## config.mk

```make
export PLATFORM = sky130hd
export DESIGN_NAME = advisory_file_lock_table_core
export DESIGN_NICKNAME = d
export VERILOG_FILES = /design/src/design/aflt_pkg.sv /design/src/design/advisory_file_lock_table_core.sv
export VERILOG_INCLUDE_DIRS = /design/src /design/src/design
export SDC_FILE = /design/constraint.sdc
export NUM_CORES = 1
export LEC_CHECK = 0
export BUFFER_PORTS_ARGS = -buffer_cell sky130_fd_sc_hd__buf_2
export CORE_UTILIZATION = 51
export CTS_CLUSTER_SIZE = 10
export DETAILED_ROUTE_END_ITERATION = 6
export PLACE_DENSITY_LB_ADDON = 0.15
export SLEW_MARGIN = 30
export SYNTH_ARGS = -nofsm -noshare
export SYNTH_HDL_FRONTEND = slang
export SYNTH_SLANG_ARGS = --single-unit
export TNS_END_PERCENT = 10
```

## constraint.sdc

```tcl
create_clock -name clk -period 18.4 [get_ports clk]
set_input_delay 1.84 -clock clk [delete_from_list [all_inputs] [get_ports clk]]
set_output_delay 1.84 -clock clk [all_outputs]
set_load 0.005 [all_outputs]
```

## src/design/advisory_file_lock_table_core_macros.svh

```systemverilog
// Assertion macros used by the lock table core design file.
`ifndef ADVISORY_FILE_LOCK_TABLE_CORE_MACROS_SVH
`define ADVISORY_FILE_LOCK_TABLE_CORE_MACROS_SVH

// Check a property on the rising edge of clk, skipped while rst_n is low.
`define AFLT_CHECK(lbl, prop, msg) \
  lbl: assert property (@(posedge clk) disable iff (!rst_n) (prop)) else $error(msg);

// Check a property on every rising edge of clk, reset included.
`define AFLT_CHECK_ALWAYS(lbl, prop, msg) \
  lbl: assert property (@(posedge clk) (prop)) else $error(msg);

`endif

```

## src/design/aflt_pkg.sv

```systemverilog
// Package with sizes, request and status codes of the lock table.
`timescale 1ns / 1ps
package aflt_pkg;

  localparam int LOCK_SLOTS = 16;
  localparam int SLOT_W     = (LOCK_SLOTS > 1) ? $clog2(LOCK_SLOTS) : 1;

  localparam int FILE_W   = 32;
  localparam int OWNER_W  = 16;
  localparam int OP_W     = 2;
  localparam int STATUS_W = 3;

  localparam int IN_DATA_W  = 56;
  localparam int OUT_DATA_W = 8;

  typedef enum logic [OP_W-1:0] {
    OP_LOCK_SH  = 2'd0,
    OP_LOCK_EX  = 2'd1,
    OP_UNLOCK   = 2'd2,
    OP_BAD      = 2'd3
  } op_t;

  typedef enum logic [STATUS_W-1:0] {
    ST_OK          = 3'd0,
    ST_WOULD_BLOCK = 3'd1,
    ST_MUST_WAIT   = 3'd2,
    ST_INVALID     = 3'd3,
    ST_FULL        = 3'd4
  } status_t;

endpackage

```

## src/design/advisory_file_lock_table_core.sv

```systemverilog
// Top level of the whole-file shared/exclusive lock table.
// Each request is scanned slot by slot and then finished; out_tvalid is registered from the
// finish step, and an invalid request skips the scan. One comparator scans one slot per cycle.
// in_tready is high only while idle, so no new request is taken until the last one has left
// the finish step; a result still waiting on out_tready holds the finish step and in_tready.
// Reset (rst_n low, synchronous) clears all slot valid bits, the sequencer and the output.
`timescale 1ns / 1ps
`include "advisory_file_lock_table_core_macros.svh"
module advisory_file_lock_table_core
  import aflt_pkg::*;
(
  input  logic                  clk,
  input  logic                  rst_n,
  input  logic                  in_tvalid,
  output logic                  in_tready,
  // [0] nonblocking, [32:1] file_id, [48:33] owner_id, [55:49] zero
  input  logic [IN_DATA_W-1:0]  in_tdata,
  // [1:0] operation
  input  logic [OP_W-1:0]       in_tuser,
  output logic                  out_tvalid,
  input  logic                  out_tready,
  // [2:0] status, [3] wake_waiters, [7:4] zero
  output logic [OUT_DATA_W-1:0] out_tdata
);

  typedef enum logic [2:0] {
    S_IDLE   = 3'b001,
    S_SCAN   = 3'b010,
    S_FINISH = 3'b100
  } state_t;

  state_t                state_r, state_nxt;
  logic [SLOT_W-1:0]     idx_r, idx_nxt;
  op_t                   op_r;
  logic                  nb_r;
  logic [FILE_W-1:0]     file_r;
  logic [OWNER_W-1:0]    owner_r;
  logic                  invalid_r, invalid_nxt;
  logic                  conflict_r, conflict_nxt;
  logic [LOCK_SLOTS-1:0] own_mask_r, own_mask_nxt;
  logic                  free_found_r, free_found_nxt;
  logic [SLOT_W-1:0]     free_idx_r, free_idx_nxt;
  logic [LOCK_SLOTS-1:0] valid_r, valid_nxt;

  logic [FILE_W-1:0]     slot_file_r  [LOCK_SLOTS];
  logic [OWNER_W-1:0]    slot_owner_r [LOCK_SLOTS];
  logic                  slot_excl_r  [LOCK_SLOTS];

  logic                  out_tvalid_r, out_tvalid_nxt;
  status_t               out_status_r, out_status_nxt;
  logic                  out_wake_r, out_wake_nxt;

  logic                  in_accept;
  logic                  fin_fire;
  logic                  grant;
  logic                  want_excl;
  logic                  cur_match;
  logic                  cur_same_owner;
  logic                  last_slot;
  logic [FILE_W-1:0]     in_file;
  logic [OWNER_W-1:0]    in_owner;
  op_t                   in_op;

  assign in_op     = op_t'(in_tuser);
  assign in_file   = in_tdata[FILE_W:1];
  assign in_owner  = in_tdata[FILE_W+OWNER_W:FILE_W+1];
  assign in_tready = (state_r == S_IDLE);
  assign in_accept = in_tvalid && in_tready;
  assign fin_fire  = (state_r == S_FINISH) && (!out_tvalid_r || out_tready);
  assign want_excl = (op_r == OP_LOCK_EX);
  assign last_slot = (idx_r == SLOT_W'(LOCK_SLOTS - 1));

  assign cur_match      = valid_r[idx_r] && (slot_file_r[idx_r] == file_r);
  assign cur_same_owner = (slot_owner_r[idx_r] == owner_r);

  assign grant = !invalid_r && (op_r != OP_UNLOCK) && !conflict_r && free_found_r;

  always_comb begin
    state_nxt      = state_r;
    idx_nxt        = idx_r;
    invalid_nxt    = invalid_r;
    conflict_nxt   = conflict_r;
    own_mask_nxt   = own_mask_r;
    free_found_nxt = free_found_r;
    free_idx_nxt   = free_idx_r;
    valid_nxt      = valid_r;
    out_tvalid_nxt = out_tvalid_r;
    out_status_nxt = out_status_r;
    out_wake_nxt   = out_wake_r;

    if (out_tvalid_r && out_tready) begin
      out_tvalid_nxt = 1'b0;
    end

    unique case (state_r)
      S_IDLE: begin
        if (in_accept) begin
          invalid_nxt    = (in_file == '0) || (in_owner == '0) || (in_op == OP_BAD);
          conflict_nxt   = 1'b0;
          own_mask_nxt   = '0;
          free_found_nxt = 1'b0;
          free_idx_nxt   = '0;
          idx_nxt        = '0;
          state_nxt      = invalid_nxt ? S_FINISH : S_SCAN;
        end
      end
      S_SCAN: begin
        // A slot is free after the drop if empty or held by this owner on this file.
        if (cur_match && cur_same_owner) begin
          own_mask_nxt[idx_r] = 1'b1;
        end
        if (cur_match && !cur_same_owner && (want_excl || slot_excl_r[idx_r])) begin
          conflict_nxt = 1'b1;
        end
        if (!free_found_r && (!valid_r[idx_r] || (cur_match && cur_same_owner))) begin
          free_found_nxt = 1'b1;
          free_idx_nxt   = idx_r;
        end
        if (last_slot) begin
          state_nxt = S_FINISH;
        end else begin
          idx_nxt = idx_r + SLOT_W'(1);
        end
      end
      S_FINISH: begin
        if (fin_fire) begin
          out_tvalid_nxt = 1'b1;
          out_wake_nxt   = 1'b0;
          priority if (invalid_r) begin
            out_status_nxt = ST_INVALID;
          end else if (op_r == OP_UNLOCK) begin
            out_status_nxt = ST_OK;
            out_wake_nxt   = 1'b1;
            valid_nxt      = valid_r & ~own_mask_r;
          end else if (conflict_r) begin
            out_status_nxt = nb_r ? ST_WOULD_BLOCK : ST_MUST_WAIT;
          end else if (!free_found_r) begin
            out_status_nxt = ST_FULL;
          end else begin
            out_status_nxt         = ST_OK;
            valid_nxt              = valid_r & ~own_mask_r;
            valid_nxt[free_idx_r]  = 1'b1;
          end
          state_nxt = S_IDLE;
        end
      end
      default: begin
        state_nxt = S_IDLE;
      end
    endcase
  end

  always_ff @(posedge clk) begin
    if (!rst_n) begin
      state_r      <= S_IDLE;
      idx_r        <= '0;
      invalid_r    <= 1'b0;
      conflict_r   <= 1'b0;
      own_mask_r   <= '0;
      free_found_r <= 1'b0;
      free_idx_r   <= '0;
      valid_r      <= '0;
      out_tvalid_r <= 1'b0;
      out_status_r <= ST_OK;
      out_wake_r   <= 1'b0;
    end else begin
      state_r      <= state_nxt;
      idx_r        <= idx_nxt;
      invalid_r    <= invalid_nxt;
      conflict_r   <= conflict_nxt;
      own_mask_r   <= own_mask_nxt;
      free_found_r <= free_found_nxt;
      free_idx_r   <= free_idx_nxt;
      valid_r      <= valid_nxt;
      out_tvalid_r <= out_tvalid_nxt;
      out_status_r <= out_status_nxt;
      out_wake_r   <= out_wake_nxt;
    end
  end

  // Hold the request while it is scanned.
  always_ff @(posedge clk) begin
    if (in_accept) begin
      op_r    <= in_op;
      nb_r    <= in_tdata[0];
      file_r  <= in_file;
      owner_r <= in_owner;
    end
  end

  always_ff @(posedge clk) begin
    if (fin_fire && grant) begin
      slot_file_r[free_idx_r]  <= file_r;
      slot_owner_r[free_idx_r] <= owner_r;
      slot_excl_r[free_idx_r]  <= want_excl;
    end
  end

  assign out_tvalid = out_tvalid_r;
  assign out_tdata  = {{(OUT_DATA_W - STATUS_W - 1){1'b0}}, out_wake_r, out_status_r};

  `AFLT_CHECK(a_scan_starts_at_zero, (in_accept && !invalid_nxt) |=> (state_r == S_SCAN && idx_r == '0), "scan did not start at slot zero")
  `AFLT_CHECK(a_wake_only_ok, out_tvalid_r |-> (!out_wake_r || out_status_r == ST_OK), "wake raised with a non-OK status")
  `AFLT_CHECK(a_grant_sets_slot, (fin_fire && grant) |=> valid_r[$past(free_idx_r)], "granted lock left its slot empty")
  `AFLT_CHECK(a_reject_keeps_table, (fin_fire && (invalid_r || (conflict_r && op_r != OP_UNLOCK))) |=> $stable(valid_r), "rejected request changed the table")
  `AFLT_CHECK_ALWAYS(a_state_onehot, !rst_n || $onehot(state_r), "sequencer state not one-hot")

endmodule

```

==> implementation parameters, run 1 <==
Parameter                              Value

Synthesis
  Synthesized area ... 35,100 µm²
  Sequential share of the synthesized area ... 74.5%
  Cell with the most instances after synthesis ... edfxtp_1
  Ys async rst share ... 0%
  Seq cells post-synth ... 890
  Count of synthesis-stage warnings from yosys ... 0
  Synth Area per Inst ... 19.5 µm²
  Count of distinct cell types in the synthesized netlist ... 68
  Most used flip-flop cell after synthesis ... edfxtp_1
  Synth cell count leaders ... edfxtp_1 (835), mux4_2 (170), mux2i_1 (114)
  Top area cells in the synthesized netlist ... edfxtp_1 (71%), mux4_2 (11%), mux2i_1 (3.2%), dfxtp_1 (3.1%), xnor2_1 (1.1%)
  Top cell type by total area after synthesis ... edfxtp_1
  Post-Syn Instances ... 1,803
  Area fraction of the dominant cell type after synthesis ... 71.4%
  Number of enable flip-flop cells after synthesis ... 835

Pwr
  Peak supply drop ... 0.0827 mV
  Leakage component of the power ... 0.0120 µW
  Power per cell area ... 104 nW/µm²

CTS
  Root Buffer ... clkbuf_16
  Clock tree from TritonCTS ... built
  Post-CTS Hold Fix Bufs ... 0
  CTS clk-pin slew, worst paths ... 0.06 ns
  TritonCTS buffer count ... 100
  Number of post-CTS setup repair buffers ... 0
  Count of instances resized after the clock tree is built ... 0
  Latest clock arrival within the worst-skew pair ... 0.66 ns
  Longest Clk Path Bufs ... 3
  Htree depth ... 3
  TritonCTS Sinks ... 890

Timing
  Final critical-path required period ... 5.30 ns
  Maximum clock frequency ... 189 MHz
  Sum Neg Setup Slack ... 0 ns
  Final hold slack ... 0.446 ns
  Worst max-slew margin expressed relative to the limit ... 34.0%
  Least-Margin Pin Slew ... 0.990 ns
  Setup violations, final ... 0
  Total count of max-transition violations in the final report ... 0
  Clock Skews ... 0.0336 ns
  Setup repair after global routing missed its margin ... no
  Final Hold Viols ... 0
  Period utilisation layout ... 28.8%

Floorplanning
  # rows ... 95
  I/O pin count ... 72
  Core region area ... 67,600 µm²
  Y dimension of the die ... 264 µm
  Die footprint ... 69,900 µm²
  Chip Width ... 264 µm
  Initial standard-cell utilization of the core ... 51.9%

Cells and area
  Fraction of layout instances using a drive strength above 1 ... 21.7%
  Finished Core Util ... 58.2%
  Area of all sequential standard cells ... 26,200 µm²
  Filler Cell Count ... 4,948
  Net total in the final layout ... 1,988
  Area grow syn2layout ... 12.0%
  Multi-input combinational cell area ... 8500 µm²

Global routing
  Wire length of the first global-routing pass ... 124 mm
  Number of global-route vias before repair ... 18,300
  Global route total overflow ... 0
  Overall Global Routing Usage ... 24.7%
  Initial antenna violation count ... 1
  Largest net degree at the start of global routing ... 102

Worst setup path
  R2r worst-path depth ... 11
  Crit path arrival time ... 5.91 ns
  Startpoint-to-endpoint class of the critical path ... flop to flop
  Cell with the biggest individual delay on the critical path ... dfxtp_4
  Critical-path maximum fanout ... 57
  Required @ worst endpoint ... 19.01 ns
  Series of cell instances along the critical path ... buf_4 > buf_4 > mux4_2 > mux4_2 > xor2_1 > nor2_1 > o2111ai_1 > nor4_1 > nand4_1 > o21ai_0 > a22o_1
  CP endpoint kind ... flop
  Element type at the critical path start ... flop
  Worst path max stage delay ... 0.80 ns

Routing
  Vias per cell ... 6.31
  Via Count ... 17,900
  Number of nets still failing antenna checks after routing ... 0
  Total wire length after detailed routing ... 84.8 mm
  Routed wirelength normalized by instance count ... 29.8 µm
  DRC viols ... 0
  Pre-Repair DR Iteration Count ... 5
  Initial drt markers ... 1,737

Placement
  Hpwl dp ... 46.4 mm
  Port-buffer cells ... 60
  Final estimated routing congestion in global placement ... 0.859

Worst hold path
  Hold Path Stages ... 2
  Classification of the worst-slack hold path ... flop to flop

Outcome
  Result of the run ... completed

Job
  Max-cap violations ... 0
==> metal layers <==
layer	vias to the layer above	track usage [%]	share of wire [%]
met3	101	3.59	6.7
met2	671	39.6	49
met4	0	6.65	2.1
li1	7580	-	-
met5	-	0	0
met1	9585	35.8	43
==> metrics by stage <==
stage	cell area, µm²	setup WS, ns	total power, µW	instances
floorplan	35100	10.02	2340	1806
global placement	36400	13.08	2380	2686
detailed placement	36500	13.02	2380	2691
CTS	39300	13.01	4120	2840
global route	39400	12.78	4210	2842
finish	39400	13.10	4090	2843
==> power by group <==
part	switching (µW)	total (µW)	internal (µW)
clock	741	1750	1010
combinational	44.5	70.9	26.4
sequential	37.7	2270	2230
total	823	4090	3270
==> layout make-up <==
class,instances,area share (%)
Sequential cell,890,66.5
Clock inverter,6,0.165
Tap cell,873,2.78
Inverter,13,0.124
Clock buffer,143,6.90
Antenna cell,1,0.00636
Timing Repair Buffer,102,1.89
Multi-Input combinational cell,815,21.6
==> final timing paths <==
check / slack [ns] / startpoint / end
hold / removal: 0.45 / own_mask_r[10]$_SDFFE_PN0P_ / own_mask_r[10]$_SDFFE_PN0P_
hold reg to reg: 0.45 / own_mask_r[10]$_SDFFE_PN0P_ / own_mask_r[10]$_SDFFE_PN0P_
setup reg to reg: 13.10 / flop / free_idx_r[3]$_SDFFE_PN0P_
setup / recovery: 13.10 / flop / free_idx_r[3]$_SDFFE_PN0P_
==> critical path, delay by kind of cell (launching register included) <==
| kind | cells | cell delay (ns) |
|---|---|---|
| simple gates | 3 | 1.02 |
| mux | 2 | 0.89 |
| xor+xnor | 1 | 0.15 |
| compound gates | 3 | 0.89 |
| flops | 1 | 0.80 |
| buf+inv | 2 | 1.43 |
==> sequential cells by signal, summed over array words and instances, names as in the netlist, 2 cells and up, named ones only <==
name	count
file_r	32
free_idx_r	4
idx_r	4
op_r	2
out_status_r	3
own_mask_r	16
owner_r	16
slot_excl_r	16
slot_file_r	512
slot_owner_r	256
state_r	3
valid_r	16
==> cells in the final DEF (no fill, tap or decap), types with 34 or more instances in the layout <==
cell / count
buf_2: 60
xnor2_1: 46
dfxtp_1: 51
mux2i_1: 114
clkbuf_16: 102
a21oi_1: 35
nand2_1: 70
nor2b_1: 34
mux4_2: 170
clkbuf_1: 40
edfxtp_1: 835
==> kinds of logic (layout without fill, tap and decap cells) <==
kind of cell	Yosys count	count (layout)	share of synthesized area [%]
adder cells (fa/ha/maj)	4	4	0.142
flip-flops	890	890	74.5
AO/OA/AOI/OAI	166	166	3.31
other	1	5	0.0107
AND/OR/NAND/NOR	277	277	4.11
buffers and inverters	101	264	1.68
XOR/XNOR	66	66	1.65
multiplexers	298	298	14.6
(Power assumes the default switching activity.)
==> inputs of run 2 (changes only) <==
==> constraint.sdc (replaced) <==
create_clock -name clk -period 5 [get_ports clk]
set_input_delay 0.5 -clock clk [delete_from_list [all_inputs] [get_ports clk]]
set_output_delay 0.5 -clock clk [all_outputs]
set_load 0.005 [all_outputs]
==> implementation parameters, run 2 (synthesis gave the netlist of run 1 again) <==
Parameter                              Value

Timing
  Worst max-slew margin expressed relative to the limit ... 35.5% (was 34.0%)
  Final critical-path required period ... 4.37 ns (was 5.30 ns)
  Clock Skews ... 0.0236 ns (was 0.0336 ns)
  Maximum clock frequency ... 229 MHz (was 189 MHz)
  Least-Margin Pin Slew ... 0.965 ns (was 0.990 ns)
  Final hold slack ... 0.0327 ns (was 0.446 ns)
  Setup violations, final ... 0 (unchanged)
  Final Hold Viols ... 0 (unchanged)
  Period utilisation layout ... 87.3% (was 28.8%)
  Total count of max-transition violations in the final report ... 0 (unchanged)
  Sum Neg Setup Slack ... 0 ns (unchanged)
  Setup repair after global routing missed its margin ... no (unchanged)

Pwr
  Power per cell area ... 377 nW/µm² (was 104 nW/µm²)
  Peak supply drop ... 0.389 mV (was 0.0827 mV)
  Sequential group share of total power ... 55.9% (was 55.5%)
  Fraction of power spent switching nets ... 20.2% (was 20.1%)
  Leakage component of the power ... 0.0122 µW (was 0.0120 µW)
  Fraction of power consumed by the clock network ... 42.3% (was 42.7%)
  Power consumption ... 15,000 µW (was 4090 µW)
  Cell-internal power ... 11,900 µW (was 3270 µW)
  Proportion of power drawn by combinational gates ... 1.8% (was 1.7%)
  Net Switching ... 3010 µW (was 823 µW)

Worst setup path
  Cell with the biggest individual delay on the critical path ... dfxtp_4 (unchanged)
  Startpoint-to-endpoint class of the critical path ... flop to flop (unchanged)
  Critical-path maximum fanout ... 29 (was 57)
  Worst path max stage delay ... 0.81 ns (was 0.80 ns)
  Series of cell instances along the critical path ... buf_12 > mux2_2 > o221ai_1 > a2bb2oi_1 > o211ai_1 > a211o_1 > or4b_2 > nor4_4 > nand2_2 > o31ai_1 (was buf_4 > buf_4 > mux4_2 > mux4_2 > xor2_1 > nor2_1 > o2111ai_1 > nor4_1 > nand4_1 > o21ai_0 > a22o_1)
  Required @ worst endpoint ... 5.56 ns (was 19.01 ns)
  Crit path arrival time ... 4.92 ns (was 5.91 ns)
  CP endpoint kind ... flop (unchanged)
  Element type at the critical path start ... flop (unchanged)

CTS
  Post-CTS Hold Fix Bufs ... 0 (unchanged)
  TritonCTS buffer count ... 100 (unchanged)
  Count of instances resized after the clock tree is built ... 0 (unchanged)
  Root Buffer ... clkbuf_16 (unchanged)
  Longest Clk Path Bufs ... 3 (unchanged)
  CTS clk-pin slew, worst paths ... 0.05 ns (was 0.06 ns)
  Number of post-CTS setup repair buffers ... 0 (unchanged)
  Clock tree from TritonCTS ... built (unchanged)
  TritonCTS Sinks ... 890 (unchanged)
  Htree depth ... 3 (unchanged)
  Latest clock arrival within the worst-skew pair ... 0.65 ns (was 0.66 ns)

Routing
  Routed wirelength normalized by instance count ... 29.3 µm (was 29.8 µm)
  Initial drt markers ... 1,683 (was 1,737)
  Vias per cell ... 6.20 (was 6.31)
  Via Count ... 17,700 (was 17,900)
  DRC viols ... 0 (unchanged)
  Pre-Repair DR Iteration Count ... 5 (unchanged)
  Total wire length after detailed routing ... 83.9 mm (was 84.8 mm)
  Number of nets still failing antenna checks after routing ... 0 (unchanged)

Cells and area
  Net total in the final layout ... 2,020 (was 1,988)
  Registers with the most flip-flops ... slot_file_r (512), slot_owner_r (256), file_r (32) (unchanged)
  Multi-input combinational cell area ... 8510 µm² (was 8500 µm²)
  Biggest register ... slot_file_r (unchanged)
  Number of flip-flops in the largest register ... 512 (unchanged)
  Area of all sequential standard cells ... 26,200 µm² (unchanged)
  Commonest cells after routing, fill and taps aside ... edfxtp_1 (835), mux4_2 (170), mux2i_1 (114), clkbuf_16 (100), nand2_1 (70) (was edfxtp_1 (835), mux4_2 (170), mux2i_1 (114), clkbuf_16 (102), nand2_1 (70))
  Leading cell type in the layout, fill and taps excluded ... edfxtp_1 (unchanged)
  Fraction of layout instances using a drive strength above 1 ... 23.3% (was 21.7%)
  Area grow syn2layout ... 12.8% (was 12.0%)
  Filler Cell Count ... 4,947 (was 4,948)

Worst hold path
  Classification of the worst-slack hold path ... input port to flop (was flop to flop)

Placement
  Port-buffer cells ... 60 (unchanged)
  Final estimated routing congestion in global placement ... 0.849 (was 0.859)
  Hpwl dp ... 47.9 mm (was 46.4 mm)

Floorplanning
  Die footprint ... 69,900 µm² (unchanged)
  Chip Width ... 264 µm (unchanged)
  # rows ... 95 (unchanged)
  Initial standard-cell utilization of the core ... 51.9% (unchanged)
  Y dimension of the die ... 264 µm (unchanged)
  I/O pin count ... 72 (unchanged)
  Core region area ... 67,600 µm² (unchanged)

Outcome
  Result of the run ... completed (unchanged)

Global routing
  Global route total overflow ... 0 (unchanged)
  Number of global-route vias before repair ... 18,300 (about the same)
  Initial antenna violation count ... 2 (was 1)
  Largest net degree at the start of global routing ... 48 (was 102)
  Wire length of the first global-routing pass ... 123 mm (was 124 mm)
  Overall Global Routing Usage ... 24.5% (was 24.7%)

Job
  Max-cap violations ... 0 (unchanged)
## run 2: power groups by stage
stage          logic, µW  registers (µW)  clock network (µW)
2_1_floorplan        151            8460                   0
3_3_place_gp         264            8500                   0
3_5_place_dp         266            8510                   0
4_1_cts              267            8360                6440
5_1_grt              282            8370                6720
6_report             265            8360                6330
## run 2: critical path: cells and delay by family, from the launching register on
family	cells	cell delay, ns
flip-flops	1	0.81
buffers and inverters	1	0.30
multiplexers	1	0.36
AO/OA/AOI/OAI	5	1.31
AND/OR/NAND/NOR	3	1.47
## run 2: worst paths after layout
kind,cells after the start,endpoint,slack (ns),startpoint
max,10,own_mask_r[15]$_SDFFE_PN0P_,0.63,flop
min,1,nb_r$_DFFE_PP_,0.03,in_tdata[0]
max reg2reg,10,own_mask_r[15]$_SDFFE_PN0P_,0.63,flop
min reg2reg,2,own_mask_r[6]$_SDFFE_PN0P_,0.45,own_mask_r[6]$_SDFFE_PN0P_
## run 2: layer usage
metal / wire length (µm) / vias up / track usage [%] / part of all wire (%)
met1: 36700 / 9426 / 35.1 / 44
li1: - / 7626 / - / -
met3: 4570 / 119 / 3.69 / 5.4
met5: 0 / - / 0 / 0
met4: 1860 / 0 / 6.21 / 2.2
met2: 40800 / 567 / 39.7 / 49
## run 2: cell type report
type / count / share of cell area (%)
clock inverters: 10 / 0.309
inverters: 13 / 0.126
diodes: 2 / 0.0126
clock buffers: 124 / 6.56
flip-flops and latches: 890 / 66.1
repair buffers: 134 / 2.71
well taps: 873 / 2.76
multi-input cells: 815 / 21.5
## run 2: per-stage QoR
step,worst slack (ns),utilization [%],cells,cell area (µm²)
after floorplan,-1.52,-,1806,35100
after global placement,0.524,54.5,2724,36900
after detailed placement,0.528,54.5,2724,36900
after CTS,0.495,58.6,2858,39600
after global routing,0.329,58.6,2859,39600
final,0.635,58.6,2861,39600
